<file path="src/sv/ctf_pkg.sv">
`timescale 1ns / 1ps
// ----------------------------------------------------------------------------
// ctf_pkg
// Shared types, constants and helper functions of the transfer-function unit.
// ----------------------------------------------------------------------------
package ctf_pkg;

    // Fixed-point format of the component words
    localparam int CTF_FRAC = 16;
    localparam int CTF_VW   = CTF_FRAC + 1;
    localparam int CTF_QSH  = 32 - CTF_FRAC;
    localparam logic [CTF_VW-1:0] CTF_ONE = {1'b1, {CTF_FRAC{1'b0}}};

    // Curve select codes
    typedef enum logic [1:0] {
        OP_SRGB_ENC = 2'd0,
        OP_SRGB_DEC = 2'd1,
        OP_ROMM_ENC = 2'd2,
        OP_ROMM_DEC = 2'd3
    } t_op;

    // Knees as largest input that still takes the linear segment
    localparam longint unsigned KNEE_SE_L = (64'd3928 << CTF_FRAC) / 64'd1292000;
    localparam longint unsigned KNEE_SD_L = (64'd3928 << CTF_FRAC) / 64'd100000;
    localparam longint unsigned KNEE_RE_L = (64'd1953 << CTF_FRAC) / 64'd1000000;
    localparam longint unsigned KNEE_RD_L = (64'd31248 << CTF_FRAC) / 64'd1000000;
    localparam logic [CTF_VW-1:0] CTF_KNEE_SE = CTF_VW'(KNEE_SE_L);
    localparam logic [CTF_VW-1:0] CTF_KNEE_SD = CTF_VW'(KNEE_SD_L);
    localparam logic [CTF_VW-1:0] CTF_KNEE_RE = CTF_VW'(KNEE_RE_L);
    localparam logic [CTF_VW-1:0] CTF_KNEE_RD = CTF_VW'(KNEE_RD_L);

    // Reciprocals for exact floor division by small constants
    localparam int CTF_R100_SH  = 25;
    localparam int CTF_R1292_SH = 29;
    localparam int CTF_R1000_SH = 37;
    localparam longint unsigned R100_L  = ((64'd1 << CTF_R100_SH) + 64'd99) / 64'd100;
    localparam longint unsigned R1292_L = ((64'd1 << CTF_R1292_SH) + 64'd1291) / 64'd1292;
    localparam longint unsigned R1000_L = ((64'd1 << CTF_R1000_SH) + 64'd999) / 64'd1000;
    localparam logic [18:0] CTF_R100  = 19'(R100_L);
    localparam logic [18:0] CTF_R1292 = 19'(R1292_L);
    localparam logic [27:0] CTF_R1000 = 28'(R1000_L);

    // Q32 constants of the sRGB curves
    localparam logic [43:0] CTF_OFF    = 44'd55 << 32;
    localparam logic [43:0] CTF_HALF_D = 44'd1000 << (31 - CTF_FRAC);
    localparam logic [47:0] CTF_DEC_ADD = (48'd55 << 32) + 48'd527;
    localparam logic [10:0] CTF_DEC_DEN = 11'd1055;

    // Sideband that travels with each word
    typedef struct packed {
        t_op              op;
        logic             lin;
        logic [CTF_VW-1:0] lin_val;
    } t_side;

    // One radix-2 chunk of a long division
    typedef struct packed {
        logic [10:0] rem;
        logic [7:0]  quo;
    } t_dstep;

    // Eight restoring-division steps, MSB first
    function automatic t_dstep ctf_div8(input logic [10:0] rem, input logic [7:0] bits,
                                        input logic [10:0] den);
        logic [11:0] r;
        t_dstep      res;
        r = {1'b0, rem};
        res.quo = '0;
        for (int i = 7; i >= 0; i--) begin
            r = {r[10:0], bits[i]};
            if (r >= {1'b0, den}) begin
                r = r - {1'b0, den};
                res.quo[i] = 1'b1;
            end
        end
        res.rem = r[10:0];
        return res;
    endfunction

    // Floor integer square root, elaboration use only
    function automatic logic [63:0] ctf_isqrt(input logic [63:0] n);
        logic [63:0] r;
        logic [63:0] b;
        logic [63:0] x;
        r = '0;
        b = 64'd1 << 62;
        x = n;
        for (int i = 0; i < 32; i++) begin
            if (x >= r + b) begin
                x = x - (r + b);
                r = (r >> 1) + b;
            end else begin
                r = r >> 1;
            end
            b = b >> 2;
        end
        return r;
    endfunction

    // Q32 factor 2^(-2^-k), by repeated square roots from sqrt(0.5)
    function automatic logic [31:0] ctf_tab(input int k);
        logic [63:0] t;
        t = ctf_isqrt(64'd1 << 63);
        for (int i = 2; i <= k; i++) begin
            t = ctf_isqrt(t << 32);
        end
        return t[31:0];
    endfunction

    // Exponent ratio of each curve
    function automatic logic [3:0] ctf_pow_num(input t_op op);
        logic [3:0] v;
        unique case (op)
            OP_SRGB_ENC: v = 4'd5;
            OP_SRGB_DEC: v = 4'd12;
            OP_ROMM_ENC: v = 4'd5;
            OP_ROMM_DEC: v = 4'd9;
            default:     v = 4'd5;
        endcase
        return v;
    endfunction

    function automatic logic [10:0] ctf_pow_den(input t_op op);
        logic [10:0] v;
        unique case (op)
            OP_SRGB_ENC: v = 11'd12;
            OP_SRGB_DEC: v = 11'd5;
            OP_ROMM_ENC: v = 11'd9;
            OP_ROMM_DEC: v = 11'd5;
            default:     v = 11'd5;
        endcase
        return v;
    endfunction

endpackage

</file>
<file path="src/sv/ctf_div.sv">
`timescale 1ns / 1ps
// ----------------------------------------------------------------------------
// ctf_div
// Pipelined long divider: 48-bit dividend, 11-bit divisor, eight quotient
// bits per stage over six stages.
// ----------------------------------------------------------------------------
module ctf_div (
    input  logic           i_clk,
    input  logic           i_rst_n,
    input  logic           i_en,
    input  logic           i_vld,
    input  ctf_pkg::t_side i_side,
    input  logic [47:0]    i_num,
    input  logic [10:0]    i_den,
    output logic           o_vld,
    output ctf_pkg::t_side o_side,
    output logic [47:0]    o_quo
);
    import ctf_pkg::*;

    logic        r_vld  [0:5];
    t_side       r_side [0:5];
    logic [47:0] r_w    [0:5];
    logic [10:0] r_rem  [0:5];
    logic [10:0] r_den  [0:5];

    for (genvar g = 0; g < 6; g++) begin : g_stage
        logic        pv;
        t_side       ps;
        logic [47:0] pw;
        logic [10:0] prm;
        logic [10:0] pd;
        t_dstep      n_step;
        logic [47:0] n_w;

        if (g == 0) begin : g_first
            assign pv  = i_vld;
            assign ps  = i_side;
            assign pw  = i_num;
            assign prm = '0;
            assign pd  = i_den;
        end else begin : g_next
            assign pv  = r_vld[g-1];
            assign ps  = r_side[g-1];
            assign pw  = r_w[g-1];
            assign prm = r_rem[g-1];
            assign pd  = r_den[g-1];
        end

        // dividend bits are replaced by quotient bits in place
        assign n_step = ctf_div8(prm, pw[47-8*g -: 8], pd);
        always_comb begin
            n_w = pw;
            n_w[47-8*g -: 8] = n_step.quo;
        end

        always_ff @(posedge i_clk) begin
            if (!i_rst_n) begin
                r_vld[g] <= 1'b0;
            end else if (i_en) begin
                r_vld[g] <= pv;
            end
        end

        always_ff @(posedge i_clk) begin
            if (i_en) begin
                r_side[g] <= ps;
                r_w[g]    <= n_w;
                r_rem[g]  <= n_step.rem;
                r_den[g]  <= pd;
            end
        end
    end

    assign o_vld  = r_vld[5];
    assign o_side = r_side[5];
    assign o_quo  = r_w[5];

endmodule

</file>
<file path="config.mk">
export PLATFORM = sky130hd
export DESIGN_NAME = ctf_div
export DESIGN_NICKNAME = d
export VERILOG_FILES = /design/src/sv/ctf_pkg.sv /design/src/sv/ctf_div.sv
export SDC_FILE = /design/constraint.sdc
export NUM_CORES = 2
export LEC_CHECK = 0
export BUFFER_PORTS_ARGS = -buffer_cell sky130_fd_sc_hd__buf_2
export CELL_PAD_IN_SITES_DETAIL_PLACEMENT = 1
export CELL_PAD_IN_SITES_GLOBAL_PLACEMENT = 2
export CORE_MARGIN = 2
export CORE_UTILIZATION = 45
export CTS_CLUSTER_DIAMETER = 30
export DETAILED_ROUTE_END_ITERATION = 16
export GPL_TIMING_DRIVEN = 1
export PLACE_DENSITY_LB_ADDON = 0.05
export SETUP_SLACK_MARGIN = 0.05
export SKIP_LAST_GASP = 1
export SLEW_MARGIN = 10
export SYNTH_ARGS = -nofsm -noshare
export SYNTH_HDL_FRONTEND = slang
export SYNTH_SLANG_ARGS = --single-unit
</file>
<file path="constraint.sdc">
create_clock -name i_clk -period 35.8 [get_ports i_clk]
set_clock_uncertainty 0.1 [all_clocks]
set_input_delay 7.16 -clock i_clk [delete_from_list [all_inputs] [get_ports i_clk]]
set_output_delay 7.16 -clock i_clk [all_outputs]
set_load 0.05 [all_outputs]
</file>
==> out/qor.csv <==
stage,metric,value,unit
placement,number of port buffers,151,
timing,Tmin final,27950,ps
clocking,CTS HTree Levels,4,
synthesis,Post-Syn Instances,4578,
synthesis,synth top area cells,"edfxtp_1 (35%), ha_1 (15%), mux2_2 (3.6%)",
worst_setup_path,cell mode on critical path,o21ai_0,
floorplanning,DIE AREA,101500,um^2
global_routing,GRT Total Usage,25.36,%
timing,period utilization,78.08,%
clocking,Num CTS Buffers,135,
clocking,clk root buf,clkbuf_16,
synthesis,post-synthesis cell type count,112,
worst_setup_path,crit-path leading delay family,compound AO/OA/AOI/OAI gates,
run_status,run status,completed,
worst_setup_path,critical path startpoint category,input pin,
synthesis,sequential fraction of the synthesis area,35.31,%
clocking,clock-pin transition on the worst setup and hold timing paths,50,ps
route,Final ANT Viol Nets,0,
global_routing,vias in the first global route,37443,
route,vias per cell,5.750,
synthesis,"EDFF count, synth",523,
global_routing,largest net degree at the start of global routing,134,
synthesis,Post-synth ARST share,0,%
synthesis,most common cell in the synthesized netlist,edfxtp_1,
timing,final setup fails,0,
route,Pre-antenna DRT Iters,5,
floorplanning,core footprint,98280,um^2
worst_setup_path,CP Capture Type,register,
route,vias,35752,
synthesis,"top cells by count, synth","edfxtp_1 (523), ha_1 (519), inv_1 (363)",
timing,Worst Tran Pin Value,1083,ps
worst_setup_path,worst endpoint required time,36250,ps
route,routed len/inst,20.76,um
clocking,post-CTS sizing,0,
synthesis,ys flop type,edfxtp_1,
final_layout,share of cells above drive strength 1,12.37,%
final_layout,Reg area,15730,um^2
timing,final slew viol count,0,
synthesis,post-synth top area cell,edfxtp_1,
global_routing,total grt overflow,0,
worst_setup_path,Critical Path Max Stage Delay,760,ps
placement,GPL Wtd Cong,0.8693,
floorplanning,Initial Utilization,45.31,%
placement,dpl hpwl,97340,um
synthesis,Syn Nets,5226,
clocking,worst-case clock buffer depth,3,
synthesis,Synth top area share,35.27,%
worst_setup_path,crit path DAT,28400,ps
timing,unrepaired setup endpoints after global routing,no,
run,max cap viols,0,
clocking,setup repair bufs after CTS,0,
floorplanning,die height,318.6,um
global_routing,first-pass GRT wire length,206800,um
clocking,CTS tree,done,
route,DRC,0,
synthesis,"FF+latch count, synth",524,
floorplanning,IO Count,152,
timing,Final Hold Viols,0,
synthesis,synthesized cell area,44530,um^2
final_layout,final core utilization,52.26,%
worst_setup_path,CP Class,input pin to register,
floorplanning,Die Wd,318.6,um
clocking,"Clk Latency, worst-skew pair",740,ps
route,DRT iter0 DRCs,1759,
global_routing,initial antenna violation count,1,
timing,total negative setup slack,0,ps
timing,fmax,0.03577,GHz
synthesis,Yosys warnings,0,
final_layout,final net count,5469,
floorplanning,FP Rows,115,
hold_path,Worst Hold Class,register to register,
final_layout,multi-input combinational cell area,27030,um^2
clocking,Hold Buf Count CTS,0,
final_layout,area added between synthesis and finish,15.34,%
clocking,CTS sink cnt,524,
final_layout,Fillers,11019,
timing,relative max-transition margin,27.82,%
synthesis,syn avg cell area,9.727,um^2
worst_setup_path,worst path bufs/invs,10,
worst_setup_path,Max Fanout on Critical Path,21,
worst_setup_path,Critical-path top delay cell,nor3_1,
route,WL final,129100,um
## worst reg2reg max path: cells and delay by family, from the launching register on
kind	cells	cell delay, ps
compound gates	51	13150
simple gates	17	3950
flops	1	390
buf+inv	6	1760
mux	5	1660
fa+ha+maj	8	2780
## per-layer routing
| layer | track usage [%] | part of all wire, % |
|---|---|---|
| met4 | 7.109 | 2.0 |
| met5 | 0 | 0 |
| met2 | 43.49 | 48 |
| met1 | 33.64 | 47 |
| met3 | 3.084 | 3.0 |
## metrics by stage
step           instance area (um^2)  hold slack, ps  worst slack (ps)  instances
5_1_grt                       51360           296.1              5259       6217
3_5_place_dp                  46750           305.2              7422       5971
2_1_floorplan                 44530           300.3             11450       4578
4_1_cts                       51360           287.4              8064       6217
3_3_place_gp                  46750           300.1              7950       5971
6_report                      51360           284.7              7846       6218
## flip-flops by register name, indices dropped and copies added (netlist names)
register / cells
r_den: 55
r_rem: 55
r_side: 120
r_vld: 6
r_w: 288
## cell type report
class / instances / area share, %
clock inverter: 93 / 2.224
tap: 1287 / 3.135
inverter: 380 / 2.806
timing repair buffer: 173 / 1.837
multi-input combinational: 3607 / 52.63
antenna: 1 / 0.004872
sequential: 524 / 30.62
clock buffer: 153 / 6.750
## kinds of logic (layout without fill, tap and decap cells)
kind of cell | count (synthesis) | in the layout | share of synthesized area [%]
DFF | 524 | 524 | 35.31
xor gates and xnor gates | 303 | 303 | 5.960
adders and majority gates | 565 | 565 | 16.65
buffers and inverters | 447 | 799 | 3.987
and+or+nand+nor | 1318 | 1318 | 14.55
muxes | 233 | 233 | 5.707
AOI/OAI and AO/OA | 1188 | 1188 | 17.83
other | 0 | 1 | 0
## cell usage in the layout (no fill, tap or decap), types with 16 or more instances in the layout
| master | count |
|---|---|
| xnor2_1 | 184 |
| o31ai_1 | 35 |
| fa_1 | 46 |
| xor2_1 | 119 |
| a211oi_1 | 38 |
| a21boi_0 | 45 |
| a31oi_1 | 20 |
| clkinvlp_4 | 16 |
| a21oi_1 | 288 |
| nor3_1 | 111 |
| and2_1 | 16 |
| edfxtp_1 | 523 |
| nand2_1 | 340 |
| buf_4 | 21 |
| nand2b_1 | 95 |
| o21ai_0 | 297 |
| buf_2 | 150 |
| clkinv_1 | 28 |
| nor2_1 | 321 |
| nor2b_1 | 110 |
| ha_1 | 519 |
| o221ai_1 | 47 |
| inv_1 | 363 |
| o21a_1 | 67 |
| clkbuf_16 | 136 |
| mux2i_1 | 84 |
| nand3_1 | 82 |
| and3_1 | 44 |
| o211ai_1 | 26 |
| a21o_1 | 106 |
| nor4_1 | 25 |
| o21bai_1 | 23 |
| or3_1 | 21 |
| clkbuf_1 | 17 |
| nand4_1 | 74 |
| mux2_2 | 144 |
## worst paths after layout
kind	from	end	slack (ps)	depth (start not counted)
hold reg to reg	r_side[3][16]	r_side[4][16]	280	0
hold / removal	r_side[3][16]	r_side[4][16]	280	0
setup reg to reg	r_den[2][5]	r_rem[3][7]	11740	87
setup / recovery	i_den[4]	r_rem[0][2]	7850	86
Power is left out: the tool's default activity adds up to more than one toggle a clock period on the data nets, which glitch-free logic cannot reach.
